--- src/rtl/bgd_pkg.sv ---
`timescale 1ns / 1ps

package bgd_pkg;

	localparam int CFG_W = 16;

	// gesture codes as reported on the result channel
	typedef enum logic [2:0] {
		GEST_NONE   = 3'd0,
		GEST_CLICK  = 3'd1,
		GEST_DOUBLE = 3'd2,
		GEST_HELD   = 3'd3,
		GEST_LONG   = 3'd4
	} gesture_t;

	// configuration register indexes
	typedef enum logic [1:0] {
		CFG_REFRESH = 2'd0,
		CFG_DOUBLE  = 2'd1,
		CFG_HOLD    = 2'd2,
		CFG_LONG    = 2'd3
	} cfg_idx_t;

	// timer slots
	localparam int TMR_REFRESH = 0;
	localparam int TMR_DOUBLE  = 1;
	localparam int TMR_HOLD    = 2;
	localparam int TMR_LONG    = 3;
	localparam int NUM_TMR     = 4;

	localparam logic [CFG_W-1:0] RST_REFRESH = 16'd10;
	localparam logic [CFG_W-1:0] RST_DOUBLE  = 16'd300;
	localparam logic [CFG_W-1:0] RST_HOLD    = 16'd1000;
	localparam logic [CFG_W-1:0] RST_LONG    = 16'd3000;

endpackage

--- src/rtl/button_gesture_detector_top.sv ---
`timescale 1ns / 1ps

// A result is registered in the output register in the cycle after its item is accepted.
// Throughput: one item per cycle unless the output stalls; the whole tick update is a short
// combinational path on timer and flag registers; the output register refills while draining.
// Reset (arst_n low, asynchronous): timers and flags clear, position reads released,
// intervals return to 10 / 300 / 1000 / 3000 ticks, output register empties.
module button_gesture_detector_top #(
	parameter int TIMER_BITS = 16
) (
	input  logic                      clk,
	input  logic                      arst_n,
	input  logic                      cfg_we,
	input  logic [1:0]                cfg_index,
	input  logic [bgd_pkg::CFG_W-1:0] cfg_data,
	input  logic                      in_valid,
	output logic                      in_stall,
	input  logic                      level_high,
	output logic                      out_valid,
	input  logic                      out_stall,
	output logic [2:0]                gesture,
	output logic                      pressed
);

	localparam int CMP_W = (TIMER_BITS > bgd_pkg::CFG_W) ? TIMER_BITS : bgd_pkg::CFG_W;

	logic [bgd_pkg::CFG_W-1:0] interval_q [bgd_pkg::NUM_TMR];
	logic [TIMER_BITS-1:0]     elapsed_q  [bgd_pkg::NUM_TMR];
	logic [TIMER_BITS-1:0]     inc        [bgd_pkg::NUM_TMR];
	logic [TIMER_BITS-1:0]     elapsed_d  [bgd_pkg::NUM_TMR];
	logic                      pass       [bgd_pkg::NUM_TMR];

	logic sampled_pressed_q, wait_double_q, wait_hold_q, wait_long_hold_q, just_doubled_q;
	logic sampled_d, wait_double_d, wait_hold_d, wait_long_hold_d, just_doubled_d;
	bgd_pkg::gesture_t gesture_d, gesture_q;
	logic pressed_q, out_valid_q;
	logic in_accept;

	assign in_stall  = out_valid_q & out_stall;
	assign in_accept = in_valid & ~in_stall;
	assign out_valid = out_valid_q;
	assign gesture   = gesture_q;
	assign pressed   = pressed_q;

	// saturating advance and interval check per timer
	always_comb begin
		for (int i = 0; i < bgd_pkg::NUM_TMR; i++) begin
			inc[i]  = (elapsed_q[i] == {TIMER_BITS{1'b1}}) ? elapsed_q[i]
				: elapsed_q[i] + 1'b1;
			pass[i] = CMP_W'(inc[i]) >= CMP_W'(interval_q[i]);
		end
	end

	always_comb begin
		for (int i = 0; i < bgd_pkg::NUM_TMR; i++) begin
			elapsed_d[i] = inc[i];
		end
		sampled_d        = sampled_pressed_q;
		wait_double_d    = wait_double_q;
		wait_hold_d      = wait_hold_q;
		wait_long_hold_d = wait_long_hold_q;
		just_doubled_d   = just_doubled_q;
		gesture_d        = bgd_pkg::GEST_NONE;

		if (pass[bgd_pkg::TMR_REFRESH]) begin
			elapsed_d[bgd_pkg::TMR_REFRESH] = '0;
			sampled_d = ~level_high;
		end

		if (!sampled_d) begin
			if (!sampled_pressed_q) begin
				// window expiry while released
				if (wait_double_q && pass[bgd_pkg::TMR_DOUBLE]) begin
					elapsed_d[bgd_pkg::TMR_DOUBLE] = '0;
					gesture_d      = bgd_pkg::GEST_CLICK;
					wait_double_d  = 1'b0;
					just_doubled_d = 1'b0;
				end
			end else begin
				// release: open the double-click window if the hold is still awaited and no double just completed
				if (wait_hold_q && !just_doubled_q) begin
					elapsed_d[bgd_pkg::TMR_DOUBLE] = '0;
					wait_double_d = 1'b1;
				end
				just_doubled_d   = 1'b0;
				wait_hold_d      = 1'b0;
				wait_long_hold_d = 1'b0;
			end
		end else begin
			if (!sampled_pressed_q) begin
				if (wait_double_q) begin
					if (pass[bgd_pkg::TMR_DOUBLE]) begin
						// late re-press: click and reopen the window
						elapsed_d[bgd_pkg::TMR_DOUBLE] = '0;
						gesture_d      = bgd_pkg::GEST_CLICK;
						just_doubled_d = 1'b0;
					end else begin
						gesture_d      = bgd_pkg::GEST_DOUBLE;
						just_doubled_d = 1'b1;
						wait_double_d  = 1'b0;
					end
				end else begin
					elapsed_d[bgd_pkg::TMR_HOLD] = '0;
					elapsed_d[bgd_pkg::TMR_LONG] = '0;
					wait_hold_d      = 1'b1;
					wait_long_hold_d = 1'b1;
				end
			end else if (!just_doubled_q) begin
				if (wait_hold_q && pass[bgd_pkg::TMR_HOLD]) begin
					elapsed_d[bgd_pkg::TMR_HOLD] = '0;
					gesture_d   = bgd_pkg::GEST_HELD;
					wait_hold_d = 1'b0;
				end else if (wait_long_hold_q && pass[bgd_pkg::TMR_LONG]) begin
					elapsed_d[bgd_pkg::TMR_LONG] = '0;
					gesture_d        = bgd_pkg::GEST_LONG;
					wait_long_hold_d = 1'b0;
				end
			end
		end
	end

	always_ff @(posedge clk or negedge arst_n) begin
		if (!arst_n) begin
			interval_q[bgd_pkg::TMR_REFRESH] <= bgd_pkg::RST_REFRESH;
			interval_q[bgd_pkg::TMR_DOUBLE]  <= bgd_pkg::RST_DOUBLE;
			interval_q[bgd_pkg::TMR_HOLD]    <= bgd_pkg::RST_HOLD;
			interval_q[bgd_pkg::TMR_LONG]    <= bgd_pkg::RST_LONG;
		end else if (cfg_we) begin
			case (bgd_pkg::cfg_idx_t'(cfg_index))
				bgd_pkg::CFG_REFRESH: interval_q[bgd_pkg::TMR_REFRESH] <= cfg_data;
				bgd_pkg::CFG_DOUBLE:  interval_q[bgd_pkg::TMR_DOUBLE]  <= cfg_data;
				bgd_pkg::CFG_HOLD:    interval_q[bgd_pkg::TMR_HOLD]    <= cfg_data;
				bgd_pkg::CFG_LONG:    interval_q[bgd_pkg::TMR_LONG]    <= cfg_data;
				default: ;
			endcase
		end
	end

	always_ff @(posedge clk or negedge arst_n) begin
		if (!arst_n) begin
			for (int i = 0; i < bgd_pkg::NUM_TMR; i++) begin
				elapsed_q[i] <= '0;
			end
			sampled_pressed_q <= 1'b0;
			wait_double_q     <= 1'b0;
			wait_hold_q       <= 1'b0;
			wait_long_hold_q  <= 1'b0;
			just_doubled_q    <= 1'b0;
		end else if (in_accept) begin
			for (int i = 0; i < bgd_pkg::NUM_TMR; i++) begin
				elapsed_q[i] <= elapsed_d[i];
			end
			sampled_pressed_q <= sampled_d;
			wait_double_q     <= wait_double_d;
			wait_hold_q       <= wait_hold_d;
			wait_long_hold_q  <= wait_long_hold_d;
			just_doubled_q    <= just_doubled_d;
		end
	end

	always_ff @(posedge clk or negedge arst_n) begin
		if (!arst_n) begin
			out_valid_q <= 1'b0;
		end else if (in_accept) begin
			out_valid_q <= 1'b1;
		end else if (!out_stall) begin
			out_valid_q <= 1'b0;
		end
	end

	always_ff @(posedge clk) begin
		if (in_accept) begin
			gesture_q <= gesture_d;
			pressed_q <= sampled_d;
		end
	end

	a_accept_fills: assert property (@(posedge clk) disable iff (!arst_n)
		in_accept |=> out_valid)
		else $error("accepted item did not reach the output register");

	a_double_marks: assert property (@(posedge clk) disable iff (!arst_n)
		in_accept |=> (gesture_q != bgd_pkg::GEST_DOUBLE || just_doubled_q))
		else $error("double click reported without just-doubled flag");

	a_held_clears: assert property (@(posedge clk) disable iff (!arst_n)
		in_accept |=> (gesture_q != bgd_pkg::GEST_HELD || !wait_hold_q))
		else $error("held reported while hold still awaited");

	a_hold_pressed: assert property (@(posedge clk) disable iff (!arst_n)
		in_accept |=> ((gesture_q != bgd_pkg::GEST_HELD && gesture_q != bgd_pkg::GEST_LONG)
			|| pressed_q))
		else $error("hold gesture reported while released");

endmodule
--- config.mk ---
export PLATFORM = sky130hd
export DESIGN_NAME = button_gesture_detector_top
export DESIGN_NICKNAME = d
export VERILOG_FILES = /design/src/rtl/bgd_pkg.sv /design/src/rtl/button_gesture_detector_top.sv
export SDC_FILE = /design/constraint.sdc
export NUM_CORES = 1
export LEC_CHECK = 0
export ABC_AREA = 1
export BUFFER_PORTS_ARGS = -buffer_cell sky130_fd_sc_hd__buf_2
export CORE_MARGIN = 2
export CORE_UTILIZATION = 55
export CTS_CLUSTER_DIAMETER = 40
export DETAILED_ROUTE_END_ITERATION = 6
export PLACE_DENSITY_LB_ADDON = 0.08
export SETUP_SLACK_MARGIN = 0.4
export SLEW_MARGIN = 20
export SYNTH_ARGS = -nofsm -noshare
export SYNTH_HDL_FRONTEND = slang
export SYNTH_SLANG_ARGS = --single-unit
--- constraint.sdc ---
create_clock -name clk -period 4.2 [get_ports clk]
set_clock_uncertainty 0.05 [all_clocks]
set_input_delay 0.84 -clock clk [delete_from_list [all_inputs] [get_ports clk]]
set_output_delay 0.84 -clock clk [all_outputs]
set_load 0.01 [all_outputs]
# Word-level counts from Yosys, hierarchy flattened
# Cells that the tools add are included.
[totals]
ff_bits = 138
inputBits = 24
out_inout_bits = 6
wordCells = 114
[op_classes]
add_sub_neg = 4
magnitude_cmp = 4
eq_ne = 16
n_mux = 54
bitwise_logic = 4
reduce_logical = 16
[ops]
columns = ["cell", "n"]
rows = [
  ["$mux 16", 15],
  ["$mux 32", 4],
  ["$add 16x1->16 const B", 4],
  ["$eq 16x16->1 const B", 4],
  ["$ge 16x16->1", 4],
  ["$mux 1", 28],
  ["$mux 3", 6],
  ["$reduce_and 2->1", 4],
  ["$reduce_and 4->1", 2],
  ["$ne 2x2->1 const B", 3],
  ["$ne 3x2->1 const B", 2],
  ["$ne 3x3->1 const B", 2],
  ["$reduce_and 6->1", 1],
  ["$reduce_and 5->1", 1],
  ["$eq 2x2->1 const B", 2],
  ["$logic_and 1x1->1", 4],
  ["$ne 2x1->1 const B", 2],
  ["$reduce_bool 3->1", 1],
  ["$and 1x1->1", 2],
  ["$eq 2x1->1 const B", 1],
  ["$logic_not 2->1", 1],
  ["$mux 2", 1],
  ["$not 1->1", 2],
  ["$reduce_bool 2->1", 1],
  ["$logic_not 1->1", 1],
]

# Depth between registers and ports, before layout
# Gate-level depths: netlist of the first run.
[depth]
word_depth = 9
depth_mapped = 25
mapped_depth_nobuf = 24

# Worst setup path after synthesis of the first run
# No wires, ideal clock.
[synth_path]
path_kind = "register to register"
start = "register elapsed_q[48] in the netlist's numbering"
end = "register elapsed_q[31] in the netlist's numbering"
setup_ns = 0.138
arrival_time_ns = 2.782
t_required_ns = 4.012
slack_ns = 1.230
path_stages_with_launch = 22
path_buffers = 1
period_less_slack_ns = 2.970
cell_sequence = "dfrtp_1 ha_1 nand2_1 nor3_4 nand2_1 nor2_1 nand3_1 nor2_1 nand2_1 nand2_1 inv_1 ha_1 nand2_2 o21bai_1 nand2_1 a21oi_4 nand4_2 nand2_4 nand2_4 nor2_4 buf_12 o22ai_2"
[synth_via]
elab_chain_cells = 5
elab_cells_between_ends = 6
cone_classes = "add/sub: 1; order compare: 1; eq/ne: 1; mux: 3"
[synth_rtl]
columns = ["item", "line_no", "text"]
rows = [
  ["start: declaration", "button_gesture_detector_top.sv:28", "logic [TIMER_BITS-1:0] elapsed_q [bgd_pkg::NUM_TMR];"],
  ["start signal: indexed assignment", "button_gesture_detector_top.sv:151", "elapsed_q[i] <= elapsed_d[i];"],
  ["$add 16x1->16 or $eq 16x16->1 (tied branches)", "button_gesture_detector_top.sv:49, button_gesture_detector_top.sv:48", ""],
  ["$mux 16 *", "button_gesture_detector_top.sv:48", "inc[i] = (elapsed_q[i] == {TIMER_BITS{1'b1}}) ? elapsed_q[i]"],
  ["$ge 16x16->1 *", "button_gesture_detector_top.sv:50", "pass[i] = CMP_W'(inc[i]) >= CMP_W'(interval_q[i]);"],
  ["$mux 1 *", "button_gesture_detector_top.sv:65", "if (pass[bgd_pkg::TMR_REFRESH]) begin"],
  ["via sampled_d", "button_gesture_detector_top.sv:34", "logic sampled_d, wait_double_d, wait_hold_d, wait_long_hold_d, just_doubled_d;"],
  ["$mux 32 *", "button_gesture_detector_top.sv:70", "if (!sampled_d) begin"],
]
# The timed path passes the listed nets; every way through them passes the cells marked *.
# A chain may end at the register's enable or synchronous reset.

# Final worst setup path of the first run
[layout_path]
start = "register elapsed_q[32] in the netlist's numbering"
end = "register elapsed_q[47] in the netlist's numbering"
[layout_via]
elab_chain_cells = 7
elab_cells_between_ends = 12
cone_classes = "add/sub: 1; order compare: 1; eq/ne: 1; mux: 8; reduce/logical: 1"
[layout_rtl]
columns = ["item", "line_no"]
rows = [
  ["$add 16x1->16 or $eq 16x16->1 (tied branches)", "button_gesture_detector_top.sv:49, button_gesture_detector_top.sv:48"],
  ["$mux 16 *", "button_gesture_detector_top.sv:48"],
  ["$ge 16x16->1", "button_gesture_detector_top.sv:50"],
  ["$mux 16 or $logic_and 1x1->1 (tied branches)", "button_gesture_detector_top.sv:92, button_gesture_detector_top.sv:73"],
  ["$mux 16, on equally long branches", "button_gesture_detector_top.sv:91, button_gesture_detector_top.sv:73"],
  ["$mux 16, on equally long branches", "button_gesture_detector_top.sv:90, button_gesture_detector_top.sv:71"],
  ["$mux 16 *", "button_gesture_detector_top.sv:70"],
]
# Every way passes the cells marked *; elsewhere a longest branch is shown, timed or not.

==> summary.log, run 1 <==
qor: run_status.outcome finished clean
qor: route.num_vias 7569
qor: cts.clock_tree.root_cell sky130_fd_sc_hd__clkbuf_16
qor: pwr.leakagePower 0.00534 µW
qor: placement.detailed_place_hpwl 15100 µm
qor: floorplanning.floorplan.core_area 0.0160 mm²
qor: floorplanning.io-pin-count 30
qor: worst_setup_path.timing.setup.critical_path_class reg -> reg
qor: floorplanning.rows 46
qor: final_layout.area.growth.synth_to_final 11.5%
qor: route.vias_per_cell 5.19
qor: pwr.max_ir_drop_vdd 0.367 mV
qor: grt.grt_antenna_before_repair 0
qor: synth.most_area_consuming_cells_after_synthesis sky130_fd_sc_hd__dfrtp_1, sky130_fd_sc_hd__nand2_1, sky130_fd_sc_hd__ha_1, sky130_fd_sc_hd__inv_1, sky130_fd_sc_hd__dfstp_2
qor: pwr.internal_power 3320 µW
qor: worst_setup_path.critical_path.slowest_cell sky130_fd_sc_hd__dfrtp_1
qor: route.drc 0
qor: floorplanning.die_h 132 µm
qor: synth.synth-seq-cells 138
qor: synth.netlist_top_cells_count sky130_fd_sc_hd__nand2_1, sky130_fd_sc_hd__inv_1, sky130_fd_sc_hd__dfrtp_1
qor: worst_setup_path.worst_ep_required_time 4.47 ns
qor: route.final_antenna_net_count 0
qor: synth.synth.largest_area_cell sky130_fd_sc_hd__dfrtp_1
qor: sta.setup_tns 0 ns
qor: sta.report.final.hold_viol_count 0
qor: cts.max-clock-path-buffers 2
qor: synth.syn-instance-count 1196
qor: placement.placedCellCount 1420
qor: cts.cts-hold-fix-buffers 0
qor: route.route.final.wire_length 20900 µm
qor: worst_setup_path.worst_path_fanout_max 15
qor: worst_setup_path.slowest_delay 0.41 ns
qor: worst_setup_path.timing.critical_path.cells ha_1 -> nand2_1 -> nor3_4 -> nand4_1 -> nor2_2 -> a21boi_0 -> ha_1 -> nand2_1 -> nor3_1 -> nand3_1 -> nand3_1 -> nand2_1 -> nand2_1 -> clkinvlp_4 -> nand3_1 -> nand2_1
qor: cts.tritoncts built
qor: pwr.clockPowerShare 28.4%
qor: cts.cts_num_sinks 138
qor: flow_run.cap_violations 0
qor: synth.synth.yosys.seq_area_share 38.6%
qor: final_layout.ff_latch_area 0.00350 mm²
qor: sta.rsz0062_at_grt no
qor: final_layout.fillerInstances 1483
qor: worst_setup_path.start_kind register
qor: sta.setup_viol 0
qor: placement.port_buffers 29
qor: synth.synth-edff-count 4
qor: cts.htree_levels 4
qor: final_layout.num-nets-final 1322
qor: synth.ys_async_sr_fraction 97.1%
qor: grt.grt_max_degree 74
qor: final_layout.final_cell_count_no_fill 1459
qor: floorplanning.floorplan.die_area 0.0175 mm²
qor: synth.synth.distinct_cells 46
qor: final_layout.area_of_the_multi_input_gates 0.00467 mm²
qor: synth.yosys.cell_count.top_type sky130_fd_sc_hd__nand2_1
qor: sta.period_minus_slack 3.52 ns
qor: sta.post_route_fraction_of_the_period_consumed_by_the_critical_path 83.8%
qor: route.drt_iter0_markers 571
qor: sta.timing.fmax 0.284 GHz
qor: synth.dominantRegCellSynth sky130_fd_sc_hd__dfrtp_1
qor: pwr.power.sequential.fraction 35.4%
qor: worst_setup_path.critical_path_arrival 3.78 ns
qor: synth.fraction_of_post_synthesis_cell_area_in_the_top_cell_type_by_area 31.7%
qor: final_layout.final_util 63.2%
qor: synth.post_synth_instance_area 0.00907 mm²
qor: pwr.p_sw 2070 µW
qor: synth.synthesis.nets 1288
qor: synth.avgSynthCellArea 7.58 µm²
qor: grt.first_global_vias 7225
qor: pwr.comb_power_share 36.2%
qor: floorplanning.dieWidth 132 µm
qor: sta.maxSlewViolCount 0
qor: worst_setup_path.cp-end-kind register
qor: cts.path_clk_slew 0.06 ns
qor: grt.grt_overflow 0
qor: route.wl_per_cell 14.3 µm
qor: floorplanning.initial_core_util 56.7%
qor: route.dr.pass1.iters 6
qor: worst_setup_path.worst_path_most_repeated_cell sky130_fd_sc_hd__nand2_1
qor: cts.worst_skew_late_latency 0.44 ns
qor: sta.timing.max_slew.rel_slack 36.8%
qor: pwr.power_density 533 mW/mm²
qor: final_layout.antenna_cells 0
qor: grt.overall_global_routing_resource_usage 25.2%
qor: pwr.power.switching_fraction 38.4%
qor: min_path.worst_hold_path_type in -> async
qor: synth.synth_warnings 0
qor: cts.number_of_buffers_added_by_the_clock_tree_synthesis_step 17
qor: grt.first_pass_grt_wire_length 35300 µm
qor: sta.max_slew.worst_pin.slew 0.946 ns
qor: final_layout.drive_above_1_share 14.5%
qor: placement.routabilityCongestion 0.852
logic make-up (layout without fill, tap and decap cells):
| logic type | count (synthesis) | after routing | synth area share, % |
|---|---|---|---|
| compound gates | 185 | 185 | 11.8 |
| xor+xnor | 31 | 31 | 2.99 |
| fa+ha+maj | 68 | 68 | 9.38 |
| buf+inv | 239 | 286 | 10.4 |
| flops | 138 | 138 | 38.6 |
| simple gates | 535 | 535 | 26.8 |
cells in the final DEF, fill, tap and decap left out, types with 3 or more instances in the layout:
cell                         instances
sky130_fd_sc_hd__nand2_4             4
sky130_fd_sc_hd__xor2_1             26
sky130_fd_sc_hd__o22ai_1            15
sky130_fd_sc_hd__dfrtp_1           114
sky130_fd_sc_hd__clkinv_1            3
sky130_fd_sc_hd__xnor2_1             5
sky130_fd_sc_hd__nand4_1            14
sky130_fd_sc_hd__nor2_4              6
sky130_fd_sc_hd__buf_2              28
sky130_fd_sc_hd__nor2_2              6
sky130_fd_sc_hd__nand2_1           323
sky130_fd_sc_hd__nand3_2            12
sky130_fd_sc_hd__nand3_1            40
sky130_fd_sc_hd__clkinvlp_4          6
sky130_fd_sc_hd__nor3_1             16
sky130_fd_sc_hd__nand2_2            15
sky130_fd_sc_hd__dfstp_2            19
sky130_fd_sc_hd__o22ai_2             9
sky130_fd_sc_hd__a21oi_2             3
sky130_fd_sc_hd__clkbuf_16          17
sky130_fd_sc_hd__buf_4              14
sky130_fd_sc_hd__nor2_1             78
sky130_fd_sc_hd__nor3_4              4
sky130_fd_sc_hd__clkbuf_8            4
sky130_fd_sc_hd__o21bai_1            4
sky130_fd_sc_hd__o21ai_0            94
sky130_fd_sc_hd__a21oi_1            41
sky130_fd_sc_hd__edfxtp_1            4
sky130_fd_sc_hd__inv_1             198
sky130_fd_sc_hd__ha_1               68
sky130_fd_sc_hd__nor3_2              7
sky130_fd_sc_hd__inv_2               7
sky130_fd_sc_hd__o21ai_1             8
worst paths after layout:
path / from / to / slack, ns / depth (start not counted)
min in group clk: interval_q[42] / interval_q[42] / 0.43 / 2
setup / recovery: elapsed_q[32] / elapsed_q[47] / 0.68 / 16
hold reg to reg: interval_q[42] / interval_q[42] / 0.43 / 2
max in group asynchronous: arst_n / interval_q[49] / 2.82 / 2
hold / removal: arst_n / elapsed_q[40] / 0.38 / 1
setup reg to reg: elapsed_q[32] / elapsed_q[47] / 0.68 / 16
stage by stage:
stage	setup slack (ns)	hold WS [ns]	cell area (µm²)	total power (µW)
2_1_floorplan	1.23	0.391	9070	3400
3_3_place_gp	0.614	0.409	9400	3770
6_report	0.682	0.382	10100	5390
5_1_grt	0.374	0.434	10100	5830
3_5_place_dp	0.559	0.423	9400	3820
4_1_cts	0.520	0.397	10000	5380
sequential cells by signal, summed over array words and instances (netlist names):
register and flops:
elapsed_q 64, interval_q 64, gesture 3, just_doubled_q 1, out_valid 1, pressed 1, sampled_pressed_q 1, wait_double_q 1
wait_hold_q 1, wait_long_hold_q 1
power groups by stage:
stage	Clock, µW	Sequential [µW]	Combinational (µW)
floorplan	0	1860	1550
global placement	0	1920	1860
detailed placement	0	1920	1900
CTS	1560	1900	1920
global route	1620	1950	2270
finish	1530	1910	1950
layout make-up:
class | count | area share [%]
multi-input combinational | 819 | 46.2
sequential | 138 | 34.6
inverter | 210 | 7.86
clock buffer | 22 | 4.79
timing repair buffer | 44 | 2.73
tap | 216 | 2.67
clock inverter | 10 | 1.15
critical path: cells and delay by family, from the launching register on:
kind | cells | cell delay, ns
and+or+nand+nor | 12 | 1.88
adders and majority gates | 2 | 0.55
DFF | 1 | 0.41
buffers and inverters | 1 | 0.31
AOI/OAI and AO/OA | 1 | 0.20
per-layer routing:
layer / global-route usage [%] / share of wire, % / up-vias
li1: - / - / 3871
met1: 35.8 / 48 / 3503
met2: 39.7 / 46 / 168
met3: 3.95 / 4.6 / 27
met4: 7.95 / 1.7 / 0
met5: 0 / 0 / -
timing repair:
item                                    in CTS  in global routing
hold endpoints to repair                     0                  0
endpoints found under the setup margin       0                 50
resized for setup                            0                  9
buffers inserted                             0                  7
No activity file was read; power rests on OpenSTA's default activity.
==> inputs of run 2 (changes only) <==
--- a/config.mk
+++ b/config.mk
@@ -5,7 +5,7 @@
 export SDC_FILE = /design/constraint.sdc
 export NUM_CORES = 1
 export LEC_CHECK = 0
-export ABC_AREA = 1
+export ABC_AREA = 0
 export BUFFER_PORTS_ARGS = -buffer_cell sky130_fd_sc_hd__buf_2
 export CORE_MARGIN = 2
 export CORE_UTILIZATION = 55
==> constraint.sdc (replaced) <==
create_clock -name clk -period 2.9 [get_ports clk]
set_clock_uncertainty 0.05 [all_clocks]
set_input_delay 0.58 -clock clk [delete_from_list [all_inputs] [get_ports clk]]
set_output_delay 0.58 -clock clk [all_outputs]
set_load 0.01 [all_outputs]
==> run 2 against run 1 <==
The flow now finishes with violations (negative setup slack). Critical endpoint is now elapsed_q[1]. Largest power group unchanged. Sequential share of layout area down 6.2 points. Count of clock-buffer cells in the layout down 2. Sequential power up 35%.
==> summary.log, run 2 <==
qor: worst_setup_path.cp-startpoint elapsed_q[20]
qor: worst_setup_path.critPathBufInv 4 [+3]
qor: cts.number_of_buffers_added_by_the_clock_tree_synthesis_step 17 [unchanged]
qor: pwr.leakagePower 0.00583 µW [+9.0%]
qor: worst_setup_path.critical_path_arrival 4.05 ns [+0.27 ns]
qor: worst_setup_path.timing.critical_path.cells and4_4 -> nand4_1 -> buf_4 -> nor3_4 -> buf_6 -> nor3_2 -> xor2_1 -> ha_1 -> nand4_1 -> or3_1 -> o32a_1 -> a21oi_4 -> a221oi_4 -> o21ba_4 -> buf_6 -> buf_12 -> nor3_4
qor: run_status.violations_in_the_final_reports negative setup slack
qor: worst_setup_path.timing.rr.start elapsed_q[20]
qor: route.final_antenna_net_count 0 [unchanged]
qor: pwr.power_density 641 mW/mm² [+20%]
qor: synth.yosys.cell_count.top_type sky130_fd_sc_hd__dfrtp_1
qor: sta.timing.fmax 0.267 GHz [-6.0%]
qor: final_layout.antenna_cells 0 [unchanged]
qor: pwr.comb_power_share 37.8% [+1.6 points]
qor: synth.netlist_top_cells_count sky130_fd_sc_hd__dfrtp_1, sky130_fd_sc_hd__nand2_1, sky130_fd_sc_hd__nor2_1
qor: sta.post_route_fraction_of_the_period_consumed_by_the_critical_path 129% [+45 points]
qor: placement.dpl-instance-area 0.0105 mm² [+12%]
qor: flow_run.cap_violations 0 [unchanged]
qor: route.drt_iter0_markers 609 [+6.7%]
qor: route.dr.pass1.iters 5 [-1]
qor: route.drc 0 [unchanged]
qor: synth.synth.largest_area_cell sky130_fd_sc_hd__dfrtp_1
qor: sta.maxSlewViolCount 0 [unchanged]
qor: run_status.outcome finished, violations left
qor: pwr.p_sw 2680 µW [+30%]
qor: pwr.max_ir_drop_vdd 0.510 mV [+39%]
qor: worst_setup_path.start_kind register
qor: grt.grt-busiest-layer met2
qor: synth.syn-instance-count 914 [-24%]
qor: synth.most_area_consuming_cells_after_synthesis sky130_fd_sc_hd__dfrtp_1, sky130_fd_sc_hd__ha_1, sky130_fd_sc_hd__mux2_2, sky130_fd_sc_hd__dfstp_2, sky130_fd_sc_hd__nand2_1
qor: worst_setup_path.worst_ep_required_time 3.20 ns [-1.27 ns]
qor: final_layout.layout.cells.most_common sky130_fd_sc_hd__buf_4
qor: pwr.power.sequential.fraction 32.6% [-2.8 points]
qor: final_layout.final_instance_area 0.0123 mm² [+22%]
qor: floorplanning.die_h 129 µm [-2.7%]
qor: placement.detailed_place_hpwl 16900 µm [+12%]
qor: grt.first_global_vias 7951 [+10%]
qor: sta.timing.max_slew.rel_slack 42.2% [+5.4 points]
qor: route.route.final.wire_length 26700 µm [+28%]
qor: synth.fraction_of_post_synthesis_cell_area_in_the_top_cell_type_by_area 33.6% [+1.9 points]
qor: floorplanning.floorplan.die_area 0.0166 mm² [-5.4%]
qor: sta.rsz0062_at_grt yes
qor: synth.ys_async_sr_fraction 97.1% [unchanged]
qor: worst_setup_path.timing.setup.critical_path_class reg -> reg
qor: worst_setup_path.critical_path.slowest_cell sky130_fd_sc_hd__dfrtp_1
qor: min_path.worst_hold_path_type in -> async
qor: sta.setup_viol 73 [+73]
qor: floorplanning.initial_core_util 56.4% [-0.34 points]
qor: route.vias_per_cell 5.86 [+13%]
qor: synth.dominantRegCellSynth sky130_fd_sc_hd__dfrtp_1
qor: placement.port_buffers 29 [unchanged]
qor: sta.report.final.hold_viol_count 0 [unchanged]
qor: pwr.power.switching_fraction 34.0% [-4.4 points]
qor: sta.max_slew.worst_pin.slew 0.868 ns [-0.0785 ns]
qor: pwr.internal_power 5210 µW [+57%]
qor: final_layout.layout.cells.most_common_list sky130_fd_sc_hd__buf_4, sky130_fd_sc_hd__dfrtp_1, sky130_fd_sc_hd__nand2_1
qor: synth.synth-seq-cells 138 [unchanged]
qor: pwr.clockPowerShare 29.6% [+1.2 points]
qor: sta.layout_setup_ws -0.843 ns [-1.52 ns]
qor: grt.global_route.usage.met3 5.03% [+1.1 points]
qor: floorplanning.dieWidth 129 µm [-2.7%]
qor: placement.routabilityCongestion 0.889 [+4.3%]
qor: sta.period_minus_slack 3.74 ns [+0.225 ns]
qor: final_layout.final_util 81.0% [+18 points]
qor: cts.cts_num_sinks 138 [unchanged]
qor: cts.tritoncts built
qor: grt.grt_max_degree 64 [-14%]
qor: synth.post_synth_instance_area 0.00857 mm² [-5.6%]
qor: grt.grt_antenna_before_repair 0 [unchanged]
qor: worst_setup_path.worst_path_fanout_max 8 [-7]
qor: final_layout.area.growth.synth_to_final 43.8%
qor: worst_setup_path.cp-end-kind register
qor: cts.htree_levels 4 [unchanged]
qor: grt.grt_overflow 0 [unchanged]
qor: floorplanning.floorplan.core_area 0.0152 mm² [-5.0%]
qor: worst_setup_path.slowest_delay 0.35 ns [-0.06 ns]
qor: cts.worst_skew_late_latency 0.43 ns [about the same]
qor: synth.synth.yosys.seq_area_share 40.8% [+2.3 points]
qor: synth.synth.distinct_cells 62 [+35%]
qor: worst_setup_path.cpLargestDelayFamily simple AND/OR/NAND/NOR gates
qor: grt.first_pass_grt_wire_length 39200 µm [+11%]
qor: cts.clock_tree.root_cell sky130_fd_sc_hd__clkbuf_16
qor: synth.synthesis.nets 1006 [-22%]
qor: cts.path_clk_slew 0.06 ns [about the same]
qor: synth.avgSynthCellArea 9.37 µm² [+24%]
qor: route.num_vias 8022 [+6.0%]
qor: floorplanning.io-pin-count 30 [unchanged]
qor: route.wl_per_cell 19.5 µm [+36%]
qor: final_layout.num-nets-final 1259 [-4.8%]
qor: floorplanning.rows 45 [-2.2%]
qor: grt.overall_global_routing_resource_usage 30.3% [+5.1 points]
qor: final_layout.drive_above_1_share 42.4% [+28 points]
qor: synth.synth-edff-count 4 [unchanged]
qor: grt.groute.layer.met2.usage 52.2% [+13 points]
qor: grt.grt.met1_usage 37.5% [+1.7 points]
qor: cts.cts-hold-fix-buffers 0 [unchanged]
qor: cts.max-clock-path-buffers 2 [unchanged]
qor: synth.synth_warnings 0 [unchanged]
-- run 2: cell count changes after synthesis, sizes merged, moves of 17 or more --
cell and change:
inv -133, o21ai -53, mux2 +56, nand2 -236, a22o +17, o22ai -22
xnor2 +27
-- run 2: area by class of cell --
| cell class | count | area, µm² |
|---|---|---|
| Sequential cell | 138 | 3500 |
| Clock inverter | 12 | 161 |
| Tap cell | 188 | 235 |
| Fill cell | 905 | 2880 |
| Inverter | 74 | 278 |
| Timing Repair Buffer | 265 | 2160 |
| Multi-Input combinational cell | 671 | 5520 |
| Clock buffer | 20 | 468 |
-- run 2: cells by family after synthesis --
family / synth area share (%)
simple gates: 17.8
fa+ha+maj: 9.93
xor+xnor: 6.54
flops: 40.8
buf+inv: 5.04
compound gates: 12.1
mux: 7.71
-- run 2: final timing paths --
check,cells past startpoint,endpoint,slack [ns]
max reg2reg,17,elapsed_q[1],-0.84
max,17,elapsed_q[1],-0.84
min in group clk,2,out_valid,0.30
max in group asynchronous,2,interval_q[23],1.83
min,1,elapsed_q[6],0.20
min reg2reg,1,interval_q[15],0.46
-- run 2: per-layer routing --
metal / share of wire [%] / vias to the layer above
met3: 5.2 / 79
met4: 4.0 / 0
li1: - / 3696
met1: 39 / 3939
met2: 51 / 308
met5: 0 / -
-- run 2: timing repair --
item                                   in CTS  in global routing
pin swaps                                  46                 37
buffers inserted                           23                 26
endpoints found under the hold margin       0                  0
setup endpoints to repair                  73                 73
cloned                                      3                  0
resized for setup                          84                 75
-- run 2: stage by stage --
stage	setup WS [ns]	total power, µW	instances	hold WS, ns	setup TNS [ns]
global route	-0.962	8300	1368	0.262	-61.95
detailed placement	-0.819	4850	1284	0.447	-48.28
global placement	-0.773	4720	1284	0.439	-40.37
floorplan	-0.704	3930	914	0.234	-35.77
CTS	-0.670	7500	1342	0.242	-40.82
finish	-0.843	7890	1368	0.204	-52.33
-- run 2: power by group through the flow --
stage | Clock (µW) | Sequential, µW | Combinational, µW
5_1_grt | 2440 | 2600 | 3260
6_report | 2330 | 2570 | 2980
4_1_cts | 2340 | 2540 | 2630
3_3_place_gp | 0 | 2530 | 2190
2_1_floorplan | 0 | 2560 | 1380
3_5_place_dp | 0 | 2550 | 2310
==> inputs of run 3 (changes only) <==
==> constraint.sdc (replaced) <==
create_clock -name clk -period 4.5 [get_ports clk]
set_clock_uncertainty 0.05 [all_clocks]
set_input_delay 0.9 -clock clk [delete_from_list [all_inputs] [get_ports clk]]
set_output_delay 0.9 -clock clk [all_outputs]
set_load 0.01 [all_outputs]
==> run 3 against run 2 <==
The run now ends clean. First-iteration DRC count is 39% lower. Cell count is 15% lower. Routed wire length is 24% lower. Critical endpoint is now elapsed_q[33]. Largest power group is now registers. Highest routed layer unchanged.
==> summary.log, run 3 (same netlist as run 2, synthesis figures left out) <==
qor: run_status.outcome finished clean
qor: pwr.power_density 443 mW/mm² [-31%]
qor: worst_setup_path.slowest_delay 0.63 ns [+0.28 ns]
qor: cts.path_clk_slew 0.06 ns [about the same]
qor: worst_setup_path.crit_end elapsed_q[33]
qor: cts.htree_levels 4 [unchanged]
qor: route.vias_per_cell 5.85 [-0.20%]
qor: floorplanning.floorplan.core_area 0.0152 mm² [unchanged]
qor: sta.setup_tns 0 ns [+52.33 ns]
qor: worst_setup_path.start_kind register
qor: final_layout.fillerInstances 1251 [+38%]
qor: worst_setup_path.timing.setup.critical_path_class reg -> reg
qor: sta.report.final.hold_viol_count 0 [unchanged]
qor: sta.rsz0062_at_grt no
qor: cts.tritoncts built
qor: cts.cts-hold-fix-buffers 0 [unchanged]
qor: final_layout.num-nets-final 1050 [-17%]
qor: sta.post_route_fraction_of_the_period_consumed_by_the_critical_path 87.2% [-42 points]
qor: grt.grt_max_degree 77 [+20%]
qor: worst_setup_path.cp-end-kind register
qor: worst_setup_path.reg2reg_setup_slack 0.58 ns [+1.42 ns]
qor: final_layout.area.growth.synth_to_final 14.5%
qor: grt.first_global_vias 6529 [-18%]
qor: final_layout.antenna_cells 0 [unchanged]
qor: route.drc 0 [unchanged]
qor: sta.timing.fmax 0.255 GHz [-4.6%]
qor: cts.worst_skew_late_latency 0.43 ns [about the same]
qor: worst_setup_path.worst_ep_required_time 4.81 ns [+1.61 ns]
qor: placement.routabilityCongestion 0.936 [+5.3%]
qor: floorplanning.io-pin-count 30 [unchanged]
qor: floorplanning.floorplan.die_area 0.0166 mm² [unchanged]
qor: route.drt_iter0_markers 371 [-39%]
qor: sta.maxSlewViolCount 0 [unchanged]
qor: sta.max_slew.worst_pin.slew 1.01 ns [+0.138 ns]
qor: cts.max-clock-path-buffers 2 [unchanged]
qor: worst_setup_path.critical_path.slowest_cell sky130_fd_sc_hd__or4_4
qor: route.final_antenna_net_count 0 [unchanged]
qor: sta.setup_viol 0 [-100%]
qor: floorplanning.dieWidth 129 µm [unchanged]
qor: final_layout.layout.cells.most_common_list sky130_fd_sc_hd__nand2_1, sky130_fd_sc_hd__dfrtp_1, sky130_fd_sc_hd__nor2_1
qor: sta.period_minus_slack 3.92 ns [+0.180 ns]
qor: floorplanning.rows 45 [unchanged]
qor: floorplanning.initial_core_util 56.4% [unchanged]
qor: floorplanning.die_h 129 µm [unchanged]
qor: final_layout.drive_above_1_share 20.7% [-22 points]
qor: grt.overall_global_routing_resource_usage 25.5% [-4.8 points]
qor: worst_setup_path.timing.critical_path.cells ha_1 -> nand2_1 -> or4_4 -> nand2b_4 -> nor2_1 -> xnor2_1 -> ha_1 -> nand4_1 -> nor2_1 -> a211o_1 -> a211oi_2 -> buf_4 -> a2bb2oi_1 -> buf_4 -> buf_4 -> nand3_1 -> nand2_1
qor: worst_setup_path.critPathBufInv 3 [-1]
qor: pwr.max_ir_drop_vdd 0.297 mV [-42%]
qor: cts.clock_tree.root_cell sky130_fd_sc_hd__clkbuf_16
qor: worst_setup_path.worst_path_fanout_max 11 [+3]
qor: final_layout.ff_latch_area 0.00351 mm² [+0.36%]
qor: cts.cts_num_sinks 138 [unchanged]
qor: worst_setup_path.ff2ff_path_depth 17 [unchanged]
qor: route.dr.pass1.iters 5 [unchanged]
qor: placement.detailed_place_hpwl 14200 µm [-16%]
qor: pwr.leakagePower 0.00462 µW [-21%]
qor: min_path.worst_hold_path_type reg -> reg
qor: worst_setup_path.crit-reg2reg-capture elapsed_q[33]
qor: cts.number_of_buffers_added_by_the_clock_tree_synthesis_step 17 [unchanged]
qor: route.num_vias 6783 [-15%]
qor: worst_setup_path.timing.rr.start elapsed_q[32]
qor: final_layout.final_instance_area 0.00981 mm² [-20%]
qor: placement.port_buffers 29 [unchanged]
qor: grt.first_pass_grt_wire_length 32900 µm [-16%]
qor: pwr.post-layout-total-power 4340 µW [-45%]
qor: worst_setup_path.cp-startpoint elapsed_q[32]
qor: worst_setup_path.worst-path-stages 17 [unchanged]
qor: route.route.final.wire_length 20200 µm [-24%]
qor: worst_setup_path.worst_path_most_repeated_cell sky130_fd_sc_hd__buf_4
qor: worst_setup_path.cpLargestDelayFamily simple AND/OR/NAND/NOR gates
qor: final_layout.layout.cells.most_common sky130_fd_sc_hd__nand2_1
qor: sta.holdWs 0.457 ns [+0.253 ns]
qor: grt.grt_overflow 0 [unchanged]
qor: route.wl_per_cell 17.5 µm [-10%]
qor: sta.timing.max_slew.rel_slack 33.0% [-9.2 points]
qor: flow_run.cap_violations 0 [unchanged]
qor: placement.dpl-instance-area 0.00892 mm² [-15%]
qor: grt.grt_antenna_before_repair 0 [unchanged]
qor: worst_setup_path.critical_path_arrival 4.23 ns [+0.18 ns]
qor: final_layout.area_of_the_multi_input_gates 0.00478 mm² [-13%]
[run 3: cell types whose count changed in the layout (fill, tap and decap cells not counted), sizes merged]
cell      previous run  this run
buf                264        56
clkinvlp             4         1
clkbuf              21        25
bufinv               3         4
inv                 77        74
[run 3: layout make-up]
type	count	area share, %
clock buffers	25	4.96
inverters	74	2.83
clock inverters	7	1.40
repair buffers	56	3.86
flip-flops and latches	138	35.8
multi-input cells	671	48.8
well taps	188	2.40
[run 3: worst min-delay path by stage]
stage / endpoint / slack [ns] / startpoint / cells past startpoint
after detailed placement: interval_q[45] / 0.44 / interval_q[45] / 1
after CTS: interval_q[12] / 0.46 / interval_q[12] / 1
after floorplan: interval_q[10] / 0.43 / interval_q[10] / 1
after global routing: interval_q[45] / 0.47 / interval_q[45] / 1
final: interval_q[14] / 0.46 / interval_q[14] / 1
after global placement: interval_q[18] / 0.44 / interval_q[18] / 1
[run 3: what timing repair did]
item | in CTS | in global routing
cloned | 0 | 0
setup endpoints to repair | 41 | 67
pin swaps | 0 | 8
setup buffers | 1 | 12
gates resized for setup | 6 | 34
[run 3: power breakdown]
part	total, µW	switching, µW	internal [µW]
logic	1120	624	500
clock network	1500	527	974
registers	1720	221	1500
total	4340	1370	2970
[run 3: layer usage]
metal  part of all wire, %  routed length [µm]  GRT usage [%]  up-vias
li1                      -                   -              -     3276
met1                    44                8980           33.3     3324
met2                    50               10100           43.0      155
met3                   3.9                 785           4.41       28
met4                   2.0                 396           9.08        0
met5                     0                   0              0        -
[run 3: per-stage QoR]
step | util [%] | setup WS (ns) | instances
2_1_floorplan | - | 0.727 | 914
3_3_place_gp | 58.7 | 0.351 | 1114
3_5_place_dp | 58.7 | 0.219 | 1114
4_1_cts | 63.1 | 0.402 | 1147
5_1_grt | 64.5 | 0.370 | 1159
6_report | 64.5 | 0.577 | 1159
